### config.mk
export PLATFORM = sky130hd
export DESIGN_NAME = otb_mul
export DESIGN_NICKNAME = d
export VERILOG_FILES = /design/src/hw/rtl/otb_pkg.sv /design/src/hw/rtl/otb_mul.sv
export SDC_FILE = /design/constraint.sdc
export NUM_CORES = 2
export LEC_CHECK = 0
export ABC_AREA = 1
export ABC_CLOCK_PERIOD_IN_PS = 7300
export BUFFER_PORTS_ARGS = -buffer_cell sky130_fd_sc_hd__buf_2
export CORE_ASPECT_RATIO = 0.9
export CORE_MARGIN = 2
export CORE_UTILIZATION = 40
export DETAILED_ROUTE_END_ITERATION = 10
export HOLD_SLACK_MARGIN = 0.1
export PLACE_DENSITY = 0.55
export SLEW_MARGIN = 20
export SYNTH_ARGS = -nofsm -noshare
export SYNTH_HDL_FRONTEND = slang
export SYNTH_SLANG_ARGS = --single-unit
### constraint.sdc
create_clock -name clk -period 7.3 [get_ports clk]
set_input_delay 0 -clock clk [delete_from_list [all_inputs] [get_ports clk]]
set_output_delay 0 -clock clk [all_outputs]
set_load 0.1 [all_outputs]
### src/hw/rtl/otb_pkg.sv
// ----------------------------------------------------------------------------
// otb_pkg
// Shared widths, command codes and interface structs of the Otsu binarizer.
// ----------------------------------------------------------------------------
package otb_pkg;

    localparam int MAX_PIXELS_LOG2 = 20;
    localparam int CNT_W  = MAX_PIXELS_LOG2 + 1;   // bin count / pixel total
    localparam int SUM_W  = CNT_W + 8;             // gray-level sums
    localparam int PROD_W = SUM_W + CNT_W;         // s1*N, S*n1, |D|
    localparam int PQ_W   = 2 * CNT_W;             // n1*n2
    localparam int SQ_W   = 2 * PROD_W;            // D*D

    localparam int BINS     = 256;
    localparam int BIN_AW   = 8;
    localparam int LAST_BIN = BINS - 2;            // scan reads bins 0..254

    localparam int LIMB_W  = 32;
    localparam int MUL_A_W = 4 * LIMB_W;
    localparam int MUL_B_W = 2 * LIMB_W;
    localparam int MUL_P_W = MUL_A_W + MUL_B_W;

    localparam logic [7:0] PIX_BLACK = 8'd0;
    localparam logic [7:0] PIX_WHITE = 8'd255;

    localparam logic KIND_PIXEL  = 1'b0;
    localparam logic KIND_REPORT = 1'b1;

    typedef enum logic [1:0] {
        CMD_ACCUM    = 2'd0,
        CMD_FINISH   = 2'd1,
        CMD_CLASSIFY = 2'd2,
        CMD_NONE     = 2'd3
    } cmd_t;

    typedef struct packed {
        logic              rd_en;
        logic [BIN_AW-1:0] rd_addr;
        logic              wr_en;
        logic [BIN_AW-1:0] wr_addr;
        logic [CNT_W-1:0]  wr_data;
        logic              clear;
    } hist_req_t;

    typedef struct packed {
        logic               start;
        logic [2:0]         na;     // A limbs, 1..4
        logic [1:0]         nb;     // B limbs, 1..2
        logic [MUL_A_W-1:0] a;
        logic [MUL_B_W-1:0] b;
    } mul_req_t;

    typedef struct packed {
        logic       done;
        logic [7:0] thr;
    } scan_res_t;

    function automatic mul_req_t mul_cmd(logic [2:0] na, logic [1:0] nb,
                                         logic [MUL_A_W-1:0] a,
                                         logic [MUL_B_W-1:0] b);
        mul_req_t r;
        r.start = 1'b1;
        r.na    = na;
        r.nb    = nb;
        r.a     = a;
        r.b     = b;
        return r;
    endfunction

endpackage

### src/hw/rtl/otb_mul.sv
// ----------------------------------------------------------------------------
// otb_mul
// Limb-serial multiplier: one 32x32 partial product per cycle, 192-bit sum.
// ----------------------------------------------------------------------------
module otb_mul
    import otb_pkg::*;
(
    input  logic               clk,
    input  logic               rst_n,
    input  mul_req_t           req,
    output logic               done,
    output logic [MUL_P_W-1:0] product
);

    logic [MUL_A_W-1:0]  a_reg;
    logic [MUL_B_W-1:0]  b_reg;
    logic [MUL_P_W-1:0]  acc_reg;
    logic [2*LIMB_W-1:0] p_reg;
    logic [2:0]          pos_reg;
    logic [1:0]          i_reg;
    logic                j_reg;
    logic [2:0]          na_reg;
    logic [1:0]          nb_reg;
    logic                run_reg;
    logic                pv_reg;
    logic                last_reg;
    logic                done_reg;
    logic                i_end;
    logic                j_end;
    logic [MUL_P_W-1:0]  p_shift;

    assign i_end   = ({1'b0, i_reg} == (na_reg - 3'd1));
    assign j_end   = ({1'b0, j_reg} == (nb_reg - 2'd1));
    assign p_shift = {{(MUL_P_W - 2*LIMB_W){1'b0}}, p_reg} << (LIMB_W * pos_reg);
    assign done    = done_reg;
    assign product = acc_reg;

    always_ff @(posedge clk or negedge rst_n)
    begin
        if (!rst_n)
        begin
            run_reg  <= 1'b0;
            pv_reg   <= 1'b0;
            last_reg <= 1'b0;
            done_reg <= 1'b0;
            i_reg    <= '0;
            j_reg    <= 1'b0;
            na_reg   <= 3'd1;
            nb_reg   <= 2'd1;
        end
        else if (req.start)
        begin
            run_reg  <= 1'b1;
            pv_reg   <= 1'b0;
            last_reg <= 1'b0;
            done_reg <= 1'b0;
            i_reg    <= '0;
            j_reg    <= 1'b0;
            na_reg   <= req.na;
            nb_reg   <= req.nb;
        end
        else
        begin
            pv_reg   <= run_reg;
            last_reg <= run_reg && i_end && j_end;
            done_reg <= pv_reg && last_reg;
            if (run_reg)
            begin
                if (j_end)
                begin
                    j_reg <= 1'b0;
                    if (i_end)
                    begin
                        run_reg <= 1'b0;
                    end
                    else
                    begin
                        i_reg <= i_reg + 2'd1;
                    end
                end
                else
                begin
                    j_reg <= 1'b1;
                end
            end
        end
    end

    always_ff @(posedge clk)
    begin
        if (req.start)
        begin
            a_reg   <= req.a;
            b_reg   <= req.b;
            acc_reg <= '0;
        end
        else
        begin
            if (run_reg)
            begin
                p_reg   <= a_reg[i_reg*LIMB_W +: LIMB_W] * b_reg[j_reg*LIMB_W +: LIMB_W];
                pos_reg <= {1'b0, i_reg} + {2'b00, j_reg};
            end
            if (pv_reg)
            begin
                acc_reg <= acc_reg + p_shift;
            end
        end
    end

endmodule

# After elaboration in Yosys (flattened, before gate mapping)
# Cells that the tools add are included.
# classes
n_reduce_logical	7
n_mux	14
eq_ne	3
n_addsub	5
n_mul	1
bitwise_logic	1
shifts	3
# op_table
op	count
192-bit adder	1
64-bit by 8-bit << shifter with 192-bit output	1
128-bit by 8-bit variable part select with 32-bit output	1
32-bit by 32-bit multiplier with 64-bit output	1
64-bit by 7-bit variable part select with 32-bit output	1
1-bit 2-to-1 mux	10
2-bit 2-to-1 mux	4
2-bit nonzero test	2
2-bit by 1-bit adder with 3-bit output	1
2-bit by 3-bit == test with 1-bit output	1
1-bit logical AND	3
3-bit AND reduction	1
3-bit by 1-bit subtractor with 3-bit output (second input constant)	1
2-bit by 1-bit adder with 2-bit output (second input constant)	1
1-bit by 2-bit == test with 1-bit output	1
2-bit inequality test (second input constant)	1
2-bit AND reduction	1
2-bit by 1-bit subtractor with 2-bit output (second input constant)	1
1-bit inverter	1
# word_totals
word_cells	47
out_inout_bits	193
register_bits	463

# Depth between registers and ports, before layout
# logic_depth
word_depth	6
depth_mapped	38
depth_no_buf	34

# Worst setup path after synthesis
# OpenSTA, ideal clock, no wires.
# synth_timing
path_type	reg-to-reg
from	register i_reg[1]
to	register p_reg[51] (data pin)
setup_time_ps	258
setup_slack_ps	-174
synth_period_minus_slack_ps	7474
path_buffers	4
t_required_ps	7042
stages_incl_launch_ff	34
t_arrival_ps	7216
cell_sequence	dfrtp_1 -> buf_2 -> clkinv_1 -> clkbuf_1 -> nand3_1 -> nand2_1 -> buf_2 -> buf_1 -> nor2_1 -> fa_1 -> inv_1 -> fa_1 -> fa_1 -> fa_1 -> inv_1 -> fa_1 -> inv_1 -> fa_1 -> inv_1 -> fa_1 -> inv_1 -> fa_1 -> inv_1 -> ha_1 -> a21oi_1 -> inv_1 -> nor2_1 -> nand3_1 -> a21oi_1 -> inv_1 -> nand2_1 -> nand2_1 -> a21oi_1 -> xnor2_1
# synth_between
elab_chain_cells	2
# synth_rtl
item	line_no	rtl
start: declaration	otb_mul.sv:20	logic [1:0] i_reg;
start signal: assignment	otb_mul.sv:78	i_reg <= i_reg + 2'd1;
128-bit by 8-bit variable part select with 32-bit output	otb_mul.sv:101	p_reg <= a_reg[i_reg*LIMB_W +: LIMB_W] * b_reg[j_reg*LIMB_W +: LIMB_W];
32-bit by 32-bit multiplier with 64-bit output	otb_mul.sv:101	
end signal: assignment	otb_mul.sv:101	
end: declaration	otb_mul.sv:18	logic [2*LIMB_W-1:0] p_reg;
# No other way between the ends.
# A chain may end at the register's enable or synchronous reset.

# Worst setup path in the final report
# layout_timing
from	register i_reg[0]
to	register p_reg[56] (data pin)
# The elaborated chain is that of the path after synthesis.

==> metrics <==
outcome finished with violations; failing checks setup timing; Mean Syn Cell Area 6.67 um^2; commonest non-fill, non-tap cell in the layout nand2_1; clk sinks 463; Syn Inst Count 11158; final hold violation count 0; RSZ-0062 raised after global routing yes; clk_lat worst skew 760 ps; crit path DAT 8160 ps; delay-heaviest family, CP adder cells; DRC Markers 0; dominant cell type by area after synthesis fa_1; most used cell, CP fa_1; Final ANT Viol Nets 0; dpl hpwl 329000 um; Post-Layout Cell Count 15030; placer congestion estimate 1.08; die height 413 um; share of post-route cells with drive strength above 1 18.0%; max FFs per register 192; slowest cell delay on critical path 550 ps; top post-synthesis cells by area fa_1 (24%), nand2_1 (17%), inv_1 (13%); Period Utilization, post-route 104%; die width 459 um; r2r setup slk -280 ps; post-synth top area share 24.1%; CP required 7880 ps; drt initial violations 7216; Max Cap Viol 0; post-place setup slack -959 ps; initial antenna violation count 15; synthesized flop and latch total 463; Worst setup SP type flop; Worst-Margin Slew 1290 ps; wire length per cell 26.0 um; kind of critical path flop to flop; post-synthesis sequential area ratio 16.0%; Layout area overhead 27.2%; hold path start req[197]; Critical Path Sink Type flop; HP Class input pin to flop; reg2reg start i_reg[0]; Starting Density 40.2%; Mapped Area 0.0744 mm^2; total nets after synthesis 12712; Clock Tree Buf Depth 3; CTS tree built; PnR worst setup slack -281 ps; pin count of the biggest net entering global routing 139; TritonCTS Buffers 59; Slew HR 12.0%; Via density 5.11; GRT overflow 0; # placed instances 14427; worst hold path stage count 2; FF-to-FF path depth 33; first-pass GRT wire length 542000 um; Die Area 0.189 mm^2; drt pass-1 iters 6; commonest cells after routing, fill and taps aside nand2_1 (3270), inv_1 (2489), nor2_1 (1409); Clock transition at path regs 60 ps; Buf+Inv Stages, Crit Path 13; vias 76856; CP max-delay cell fa_1; io pins 393; core area 0.185 mm^2; library cells used by synthesis 51; crit path time final 7580 ps; overall routing resource usage 40.4%; Final setup viols 38; hold worst-path end b_reg[14]; Yosys warning count 0; RR Endpoint p_reg[56]; root buffer cell clkbuf_16; Fin Hold WS 409 ps; Worst Skew 83.3 ps; Final #Nets 14088; Slew Viols, Final 0; CP Max Fanout 8; FMAX 132 MHz; H-tree depth 2; final core occ 51.1%; I/O Buffers 392; number of global-route vias before repair 77293; Row Count 150; Detailed Route WL 390000 um
==> area by class of cell <==
class                           instances  area [um^2]
Sequential cell                       463        11900
Clock inverter                         38          405
Fill cell                           18582        90600
Inverter                             2693        10200
Multi-Input combinational cell       7715        53500
Clock buffer                           74         1610
Timing Repair Buffer                 1602        13900
Tap cell                             2432         3040
Antenna cell                           13         32.5
==> how the worst max path moves through the flow <==
stage                   from        end  slack (ps)  cells after the start
floorplan           i_reg[0]  p_reg[51]          -4                     34
global placement       j_reg  p_reg[39]        -870                     30
detailed placement     j_reg  p_reg[39]        -960                     30
CTS                 i_reg[0]  p_reg[36]        -180                     32
global route        i_reg[0]  p_reg[56]        -470                     33
finish              i_reg[0]  p_reg[56]        -280                     33
==> logic make-up (layout without fill, tap and decap cells) <==
kind of cell,count (synthesis),after routing,synth area share [%]
muxes,31,31,0.417
xor gates and xnor gates,146,146,1.72
DFF,463,463,16.0
and+or+nand+nor,5558,5558,30.3
other,0,13,0
buffers and inverters,2980,4407,15.1
AOI/OAI and AO/OA,626,626,4.57
adders and majority gates,1354,1354,31.8
==> repair_timing <==
item | CTS | global route
setup endpoints to repair | 43 | 49
hold endpoints to repair | 298 | 0
pin swaps | 80 | 121
resized for setup | 396 | 305
cloned | 5 | 1
hold buffers | 397 | 0
buffers inserted | 47 | 33
==> cells in the mapped netlist, drive strengths merged <==
cell type / instances
a211oi: 1
a21boi: 7
a21o: 10
a21oi: 251
a221oi: 3
a31oi: 19
and2: 9
and3: 3
buf: 69
clkbuf: 218
clkinv: 18
dfrtp: 10
dfstp: 2
dfxtp: 192
edfxtp: 259
fa: 897
ha: 457
inv: 2675
mux2i: 31
nand2: 3409
nand3: 316
nand3b: 4
nand4: 46
nor2: 1697
nor3: 43
nor3b: 1
nor4: 3
o2111ai: 1
o211ai: 1
o21a: 6
o21ai: 239
o21bai: 24
o22ai: 64
or2: 27
xnor2: 53
xor2: 93
==> stage by stage <==
stage | instance area [um^2] | setup TNS [ps]
2_1_floorplan | 74400 | -3.92
3_3_place_gp | 85200 | -20480
3_5_place_dp | 85200 | -22560
4_1_cts | 93200 | -3160
5_1_grt | 94600 | -14360
6_report | 94600 | -6590
==> per-layer routing <==
layer	vias up	track usage [%]	wire (um)
li1	35511	-	-
met1	37040	47.4	148000
met2	3357	67.4	180000
met3	942	6.37	27700
met4	6	29.2	35500
met5	-	0	46
Power is not shown: default switching activity piles up to over one toggle a cycle in this logic, so the estimate is an artifact.
