--- src/hw/rtl/otb_pkg.sv ---
// ----------------------------------------------------------------------------
// otb_pkg
// Shared widths, command codes and interface structs of the Otsu binarizer.
// ----------------------------------------------------------------------------
package otb_pkg;

    localparam int MAX_PIXELS_LOG2 = 20;
    localparam int CNT_W  = MAX_PIXELS_LOG2 + 1;   // bin count / pixel total
    localparam int SUM_W  = CNT_W + 8;             // gray-level sums
    localparam int PROD_W = SUM_W + CNT_W;         // s1*N, S*n1, |D|
    localparam int PQ_W   = 2 * CNT_W;             // n1*n2
    localparam int SQ_W   = 2 * PROD_W;            // D*D

    localparam int BINS     = 256;
    localparam int BIN_AW   = 8;
    localparam int LAST_BIN = BINS - 2;            // scan reads bins 0..254

    localparam int LIMB_W  = 32;
    localparam int MUL_A_W = 4 * LIMB_W;
    localparam int MUL_B_W = 2 * LIMB_W;
    localparam int MUL_P_W = MUL_A_W + MUL_B_W;

    localparam logic [7:0] PIX_BLACK = 8'd0;
    localparam logic [7:0] PIX_WHITE = 8'd255;

    localparam logic KIND_PIXEL  = 1'b0;
    localparam logic KIND_REPORT = 1'b1;

    typedef enum logic [1:0] {
        CMD_ACCUM    = 2'd0,
        CMD_FINISH   = 2'd1,
        CMD_CLASSIFY = 2'd2,
        CMD_NONE     = 2'd3
    } cmd_t;

    typedef struct packed {
        logic              rd_en;
        logic [BIN_AW-1:0] rd_addr;
        logic              wr_en;
        logic [BIN_AW-1:0] wr_addr;
        logic [CNT_W-1:0]  wr_data;
        logic              clear;
    } hist_req_t;

    typedef struct packed {
        logic               start;
        logic [2:0]         na;     // A limbs, 1..4
        logic [1:0]         nb;     // B limbs, 1..2
        logic [MUL_A_W-1:0] a;
        logic [MUL_B_W-1:0] b;
    } mul_req_t;

    typedef struct packed {
        logic       done;
        logic [7:0] thr;
    } scan_res_t;

    function automatic mul_req_t mul_cmd(logic [2:0] na, logic [1:0] nb,
                                         logic [MUL_A_W-1:0] a,
                                         logic [MUL_B_W-1:0] b);
        mul_req_t r;
        r.start = 1'b1;
        r.na    = na;
        r.nb    = nb;
        r.a     = a;
        r.b     = b;
        return r;
    endfunction

endpackage

--- src/hw/rtl/otb_scan.sv ---
// ----------------------------------------------------------------------------
// otb_scan
// Threshold search: walks the bins, forms D, compares D^2/(n1 n2) exactly.
// ----------------------------------------------------------------------------
module otb_scan
    import otb_pkg::*;
(
    input  logic               clk,
    input  logic               rst_n,
    input  logic               start,
    input  logic [CNT_W-1:0]   n_total,
    input  logic [SUM_W-1:0]   s_total,
    input  logic [CNT_W-1:0]   bin_data,
    output logic               rd_en,
    output logic [BIN_AW-1:0]  rd_addr,
    output mul_req_t           mreq,
    input  logic               mul_done,
    input  logic [MUL_P_W-1:0] mul_product,
    output scan_res_t          res
);

    typedef enum logic [3:0] {
        SC_IDLE, SC_READ, SC_ACC, SC_CHK, SC_MA, SC_MB,
        SC_MPQ, SC_MDSQ, SC_ML, SC_MR, SC_NEXT
    } sc_state_t;

    sc_state_t          state_reg;
    logic [BIN_AW-1:0]  k_reg;
    logic [CNT_W-1:0]   n1_reg;
    logic [SUM_W-1:0]   s1_reg;
    logic [PROD_W-1:0]  a_reg;
    logic [PROD_W-1:0]  d_reg;
    logic [PQ_W-1:0]    pq_reg;
    logic [SQ_W-1:0]    dsq_reg;
    logic [MUL_P_W-1:0] lhs_reg;
    logic [SQ_W-1:0]    best_dsq_reg;
    logic [PQ_W-1:0]    best_pq_reg;
    logic [7:0]         best_t_reg;
    logic               have_best_reg;
    logic               done_reg;
    mul_req_t           mreq_reg;
    logic [CNT_W-1:0]   n2;
    logic [PROD_W-1:0]  b_now;

    assign n2       = n_total - n1_reg;
    assign b_now    = mul_product[PROD_W-1:0];
    assign rd_en    = (state_reg == SC_READ);
    assign rd_addr  = k_reg;
    assign mreq     = mreq_reg;
    assign res.done = done_reg;
    assign res.thr  = best_t_reg;

    always_ff @(posedge clk or negedge rst_n)
    begin
        if (!rst_n)
        begin
            state_reg     <= SC_IDLE;
            k_reg         <= '0;
            n1_reg        <= '0;
            s1_reg        <= '0;
            a_reg         <= '0;
            d_reg         <= '0;
            pq_reg        <= '0;
            dsq_reg       <= '0;
            lhs_reg       <= '0;
            best_dsq_reg  <= '0;
            best_pq_reg   <= '0;
            best_t_reg    <= '0;
            have_best_reg <= 1'b0;
            done_reg      <= 1'b0;
            mreq_reg      <= '0;
        end
        else
        begin
            mreq_reg.start <= 1'b0;
            done_reg       <= 1'b0;
            case (state_reg)
                SC_IDLE:
                begin
                    if (start)
                    begin
                        k_reg         <= '0;
                        n1_reg        <= '0;
                        s1_reg        <= '0;
                        best_t_reg    <= '0;
                        have_best_reg <= 1'b0;
                        state_reg     <= SC_READ;
                    end
                end
                SC_READ:
                begin
                    state_reg <= SC_ACC;
                end
                SC_ACC:
                begin
                    n1_reg    <= n1_reg + bin_data;
                    s1_reg    <= s1_reg + SUM_W'(bin_data) * SUM_W'(k_reg);
                    state_reg <= SC_CHK;
                end
                SC_CHK:
                begin
                    // empty class: skip
                    if ((n1_reg == '0) || (n2 == '0))
                    begin
                        state_reg <= SC_NEXT;
                    end
                    else
                    begin
                        mreq_reg  <= mul_cmd(3'd2, 2'd1, MUL_A_W'(s1_reg),
                                             MUL_B_W'(n_total));
                        state_reg <= SC_MA;
                    end
                end
                SC_MA:
                begin
                    if (mul_done)
                    begin
                        a_reg     <= mul_product[PROD_W-1:0];
                        mreq_reg  <= mul_cmd(3'd2, 2'd1, MUL_A_W'(s_total),
                                             MUL_B_W'(n1_reg));
                        state_reg <= SC_MB;
                    end
                end
                SC_MB:
                begin
                    if (mul_done)
                    begin
                        // zero variance never wins
                        if (a_reg == b_now)
                        begin
                            state_reg <= SC_NEXT;
                        end
                        else
                        begin
                            d_reg     <= (a_reg > b_now) ? a_reg - b_now : b_now - a_reg;
                            mreq_reg  <= mul_cmd(3'd1, 2'd1, MUL_A_W'(n1_reg),
                                                 MUL_B_W'(n2));
                            state_reg <= SC_MPQ;
                        end
                    end
                end
                SC_MPQ:
                begin
                    if (mul_done)
                    begin
                        pq_reg    <= mul_product[PQ_W-1:0];
                        mreq_reg  <= mul_cmd(3'd2, 2'd2, MUL_A_W'(d_reg),
                                             MUL_B_W'(d_reg));
                        state_reg <= SC_MDSQ;
                    end
                end
                SC_MDSQ:
                begin
                    if (mul_done)
                    begin
                        dsq_reg <= mul_product[SQ_W-1:0];
                        if (!have_best_reg)
                        begin
                            best_dsq_reg  <= mul_product[SQ_W-1:0];
                            best_pq_reg   <= pq_reg;
                            best_t_reg    <= k_reg + 8'd1;
                            have_best_reg <= 1'b1;
                            state_reg     <= SC_NEXT;
                        end
                        else
                        begin
                            mreq_reg  <= mul_cmd(3'd4, 2'd2,
                                                 MUL_A_W'(mul_product[SQ_W-1:0]),
                                                 MUL_B_W'(best_pq_reg));
                            state_reg <= SC_ML;
                        end
                    end
                end
                SC_ML:
                begin
                    if (mul_done)
                    begin
                        lhs_reg   <= mul_product;
                        mreq_reg  <= mul_cmd(3'd4, 2'd2, MUL_A_W'(best_dsq_reg),
                                             MUL_B_W'(pq_reg));
                        state_reg <= SC_MR;
                    end
                end
                SC_MR:
                begin
                    if (mul_done)
                    begin
                        // strictly greater: first maximum stays
                        if (lhs_reg > mul_product)
                        begin
                            best_dsq_reg <= dsq_reg;
                            best_pq_reg  <= pq_reg;
                            best_t_reg   <= k_reg + 8'd1;
                        end
                        state_reg <= SC_NEXT;
                    end
                end
                SC_NEXT:
                begin
                    if (k_reg == BIN_AW'(LAST_BIN))
                    begin
                        done_reg  <= 1'b1;
                        state_reg <= SC_IDLE;
                    end
                    else
                    begin
                        k_reg     <= k_reg + 8'd1;
                        state_reg <= SC_READ;
                    end
                end
                default:
                begin
                    state_reg <= SC_IDLE;
                end
            endcase
        end
    end

endmodule

--- config.mk ---
export PLATFORM = sky130hd
export DESIGN_NAME = otb_scan
export DESIGN_NICKNAME = d
export VERILOG_FILES = /design/src/hw/rtl/otb_pkg.sv /design/src/hw/rtl/otb_scan.sv
export SDC_FILE = /design/constraint.sdc
export NUM_CORES = 2
export LEC_CHECK = 0
export ABC_AREA = 1
export BUFFER_PORTS_ARGS = -buffer_cell sky130_fd_sc_hd__buf_4
export CAP_MARGIN = 10
export CORE_MARGIN = 2
export CORE_UTILIZATION = 30
export CTS_CLUSTER_SIZE = 8
export DETAILED_ROUTE_END_ITERATION = 10
export GPL_TIMING_DRIVEN = 0
export PLACE_DENSITY = 0.49
export SYNTH_ARGS = -nofsm -noshare
export SYNTH_HDL_FRONTEND = slang
export SYNTH_SLANG_ARGS = --single-unit
--- constraint.sdc ---
create_clock -name clk -period 13.6 [get_ports clk]
set_clock_uncertainty 0.2 [all_clocks]
set_input_delay 2.72 -clock clk [delete_from_list [all_inputs] [get_ports clk]]
set_output_delay 2.72 -clock clk [all_outputs]
set_load 0.02 [all_outputs]
## Yosys cells after proc, flatten, opt, wreduce, memory -nomap -nowiden

Cells that the tools add are included.

- Bits in registers: 846
- Bits in latches: 0
- Memory bits (writable): 0
- Memory bits (read-only): 0
- Input port bits: 267
- Output and inout port bits: 216
- Word-level logic and storage cells: 125
- Memories kept: 0

- Add/sub/neg operators: 6
- $mul: 1
- Div/mod/pow operators: 0
- $lt $le $gt $ge: 2
- Equality and inequality tests: 25
- Shift-type cells: 0
- Muxes and demuxes: 49
- Bitwise gates (word level): 1
- Reductions and logical operators: 22

Operator list:

| cell | count |
|---|---|
| 2-to-1 mux 198 bit | 8 |
| case mux 198 bit (6 select lines) | 1 |
| 2-to-1 mux 100 bit | 4 |
| case mux 100 bit (2 select lines) | 1 |
| > comparator 192 bit | 1 |
| 2-to-1 mux 42 bit | 4 |
| subtractor 50 bit | 2 |
| case mux 42 bit (2 select lines) | 1 |
| case mux 29 bit (2 select lines) | 1 |
| equality test 50 bit | 1 |
| > comparator 50 bit | 1 |
| 2-to-1 mux 50 bit | 1 |
| 2-to-1 mux 8 bit | 6 |
| case mux 4 bit (11 select lines) | 1 |
| logical NOT 21 bit | 2 |
| case mux 21 bit (2 select lines) | 1 |
| 2-to-1 mux 4 bit | 9 |
| adder 29 bit | 1 |
| multiplier 21 x 8 -> 29 bit | 1 |
| 2-to-1 mux 29 bit | 1 |
| != test 2 bit, second input constant | 13 |
| case mux 8 bit (3 select lines) | 1 |
| adder 21 bit | 1 |
| 2-to-1 mux 21 bit | 1 |
| 23 further kinds | 42 |

## Depth between registers and ports, before layout

- Depth in word-level cells: 5
- Gate-level depth with buffers: 24
- Gate-level depth less buffers: 23

## Least setup slack after synthesis

No wires, ideal clock.

- Kind: input port to flip-flop
- Start point: input port bin_data[0]
- End point: register s1_reg[21]
- Setup time: 118 ps
- Data arrival time: 6651 ps
- Required time: 13282 ps
- Slack: 6631 ps
- Stages: 21
- Path buffers: 1
- Cells stage by stage: clkbuf_1 nand2_1 fa_1 fa_1 inv_1 fa_1 inv_1 fa_1 inv_1 ha_1 nand2_1 a21oi_1 nand3_1 o21ai_0 nand2_1 o211ai_1 nand2_1 nand2_1 nand2_1 nand3_1 nand2_1

- Cells in the longest elaborated chain, start to end: 3

Ends and longest elaborated chain:

| element | line | RTL |
|---|---|---|
| from (decl) | otb_scan.sv:13 | `input logic [CNT_W-1:0] bin_data,` |
| multiplier 21 x 8 -> 29 bit | otb_scan.sv:97 | `s1_reg <= s1_reg + SUM_W'(bin_data) * SUM_W'(k_reg);` |
| adder 29 bit | otb_scan.sv:97 |  |
| case mux 29 bit (2 select lines) | otb_scan.sv:77 | `case (state_reg)` |
| to (signal assigned) | otb_scan.sv:97 |  |
| to (decl) | otb_scan.sv:30 | `logic [SUM_W-1:0] s1_reg;` |

No other way between the ends.
A chain may end at the register's enable or synchronous reset.

## Final worst setup path

Same ends and word-level chain as after synthesis.

==> results.py <==
metrics = {
    "drt": {
        "dr.pass1.iters": 6,
        "finalWirelength_um": 244000,
        "antenna_left": 0,
        "drt_iter0_markers": 4575,
        "wire_per_inst_um": 23.0,
        "vias_per_cell": 5.01,
        "via_count": 53100,
        "drcViolationCount": 0,
    },
    "critical_path": {
        "critPathRequiredTime_ps": 14070,
        "reg2reg_from": "rd_addr[2]",
        "critPathKind": "in -> reg",
        "cpMaxStageDelayCell": "fa_1",
        "crit_start": "bin_data[0]",
        "max_stage_delay_ps": 560,
        "critPathCaptureType": "register",
        "startpoint_type": "input port",
        "cp.arrival_ps": 7630,
        "worstSetupEndpoint": "s1_reg[21]",
        "path_cells": "buf_4, clkbuf_1, nand2_1, fa_1, fa_1, inv_1, fa_1, inv_1, fa_1, inv_1, ha_1, nand2_1, a21oi_1, nand3_1, o21ai_0, nand2_1, o211ai_1, nand2_1, nand2_1, nand2_1, nand3_1, nand2_1",
        "reg2reg_depth": 20,
        "r2r_setup_slack_ps": 7560,
        "crit_fanout": 8,
        "path_common_cell": "nand2_1",
        "r2r-end": "s1_reg[28]",
    },
    "yosys": {
        "ys_dominant_reg_cell": "dfrtp_1",
        "seq_area_frac_synth_pct": 36.1,
        "ys_types": 60,
        "syn_inst": 7472,
        "synth_area_per_cell_um2": 7.45,
        "synth_edf_count": 0,
        "syn_area_um2": 55700,
        "yosysWarnings": 0,
        "synth_seq_cells": 804,
        "synthArstFlopShare_pct": 100,
    },
    "timing": {
        "hold_violations": 0,
        "min_period_ps": 7160,
        "worst_pin_slew_ps": 1260,
        "setup_violations": 0,
        "finalMaxSlewViolations": 0,
        "whs_ps": 254,
        "setup_ws_ps": 6440,
        "fin_setup_tns_ps": 0,
        "clock.fmax_mhz": 140,
        "grt_setup_unrepaired": "false",
        "maxSlewHeadroom_pct": 14.0,
        "fin_crit_sh_pct": 52.7,
    },
    "run": {
        "max_cap_violations": 0,
    },
    "clock_tree": {
        "postCtsHoldBufs": 0,
        "cts_buffers": 116,
        "post_cts_buffers": 0,
        "clock_latency_ps": 790,
        "h-tree-depth": 3,
        "clock-sinks": 804,
        "max-clock-path-buffers": 3,
        "cts_resized": 0,
        "cts-root-buf": "clkbuf_16",
        "tritoncts": "yes",
        "clk_pin_slew_worst_paths_ps": 50,
    },
    "global_route": {
        "gr-usage-met3_pct": 3.16,
        "grt_pass1_vias": 52800,
        "grt_busiest_layer": "met2",
        "gr-usage-met2_pct": 42.0,
        "grt_pass1_wl_um": 356000,
        "grt_max_degree": 115,
        "grt_usage_pct": 25.3,
        "use_met1_pct": 32.5,
        "antenna_found_initial": 25,
        "grt_overflow": 0,
    },
    "pwr": {
        "power_density_nw_per_um2": 218,
        "p_total_uw": 14400,
        "ir_worst_vdd_v": 0.0000999,
        "p_leak_uw": 0.0346,
    },
    "die": {
        "start_util_pct": 30.1,
        "die_h_um": 435,
        "fp.dieW_um": 435,
        "io_pins": 483,
        "rows": 158,
        "coreArea_um2": 185000,
        "dieArea_um2": 189000,
    },
    "place": {
        "io_buffers": 439,
        "place_hpwl_um": 199000,
        "place.gp.congestion": 0.979,
        "pre_cts_ws_ps": 5690,
    },
    "min_path": {
        "hp-class": "reg -> reg",
    },
    "finish": {
        "drive_gt1_share_pct": 11.0,
        "final_common_cell": "nand2_1",
        "fill_cells": 19800,
        "largest_reg_flops": 192,
        "final_util_pct": 35.6,
        "layout_common_cells": "2229 x nand2_1, 1041 x inv_1, 804 x dfrtp_1, 713 x o21ai_0, 494 x buf_4",
        "regArea_um2": 20100,
        "syn_to_final_growth_pct": 18.2,
        "nets": 8875,
        "multiInputGateArea_um2": 29700,
    },
    "outcome": {
        "status": "finished, final reports clean",
    },
}
-- final cells by class --
class / instances / share of cell area (%)
Clock buffer: 134 / 4.72
Multi-Input combinational cell: 5229 / 45.1
Clock inverter: 12 / 0.239
Sequential cell: 804 / 30.6
Inverter: 1068 / 6.09
Antenna cell: 12 / 0.0456
Tap cell: 2480 / 4.71
Timing Repair Buffer: 451 / 5.45
Buffer: 412 / 3.11
-- synthesized netlist by cell type (4+ instances only) --
cell / count / area [um^2]
a21boi_0: 4 / 30.0
a211oi_1: 16 / 120
inv_2: 24 / 90.1
xnor2_1: 27 / 236
o211ai_1: 17 / 128
nor2_1: 298 / 1120
nand2_1: 2229 / 8370
fa_1: 145 / 2900
o31ai_1: 19 / 143
o21bai_1: 30 / 225
o21a_1: 36 / 270
buf_4: 55 / 413
o21ai_1: 4 / 20.0
o22ai_1: 38 / 238
nand3_2: 4 / 40.0
nand3_1: 300 / 1500
buf_6: 11 / 124
a21o_1: 21 / 158
buf_2: 119 / 596
nor2_4: 11 / 124
inv_1: 1041 / 3910
nor4_1: 13 / 81.3
o21ai_0: 713 / 3570
nor3_1: 34 / 170
clkbuf_1: 174 / 653
dfrtp_1: 804 / 20100
nand3b_1: 9 / 67.6
nand2_2: 18 / 113
ha_1: 381 / 4770
buf_1: 22 / 82.6
a31oi_1: 15 / 93.8
a221oi_1: 50 / 438
o221ai_1: 4 / 35.0
nor2_2: 17 / 106
clkbuf_2: 29 / 145
xor2_1: 94 / 823
nand4_1: 247 / 1550
a21oi_1: 365 / 1830
-- critical path, delay by kind of cell --
kind,cells,cell delay [ps]
AOI/OAI and AO/OA,3,730
adders and majority gates,5,2540
buffers and inverters,5,720
and+or+nand+nor,9,920
-- report_power, final --
group | internal, uW | switching (uW)
Clock | 1600 | 1160
Combinational | 2430 | 5040
Sequential | 3440 | 706
-- per-stage QoR --
step | cell area, um^2 | instances
6_report | 65800 | 10600
5_1_grt | 65800 | 10600
4_1_cts | 65800 | 10600
3_5_place_dp | 62500 | 10400
3_3_place_gp | 62200 | 10400
2_1_floorplan | 55800 | 7513
-- logic make-up after synthesis --
kind of cell | count (synthesis) | synth area share [%]
simple gates | 3190 | 23.9
buf+inv | 1480 | 10.9
compound gates | 1350 | 13.4
flops | 804 | 36.1
fa+ha+maj | 526 | 13.8
xor+xnor | 121 | 1.90
other cells | 1 | 0.00673
-- per-layer routing --
| layer | vias up | wire length, um |
|---|---|---|
| met1 | 25900 | 103000 |
| met3 | 400 | 12500 |
| met2 | 1575 | 115000 |
| li1 | 25200 | - |
| met4 | 14 | 12800 |
| met5 | - | 103 |
-- worst min-delay path by stage --
stage	start	end	slack (ps)	cells past startpoint
4_1_cts	pq_reg[28]	best_pq_reg[28]	260	2
2_1_floorplan	best_dsq_reg[14]	best_dsq_reg[14]	240	2
6_report	pq_reg[28]	best_pq_reg[28]	250	2
3_5_place_dp	dsq_reg[80]	dsq_reg[80]	260	2
3_3_place_gp	best_pq_reg[36]	best_pq_reg[36]	250	2
5_1_grt	best_pq_reg[1]	best_pq_reg[1]	280	2
Note: power is estimated with default switching activity, not from simulation.
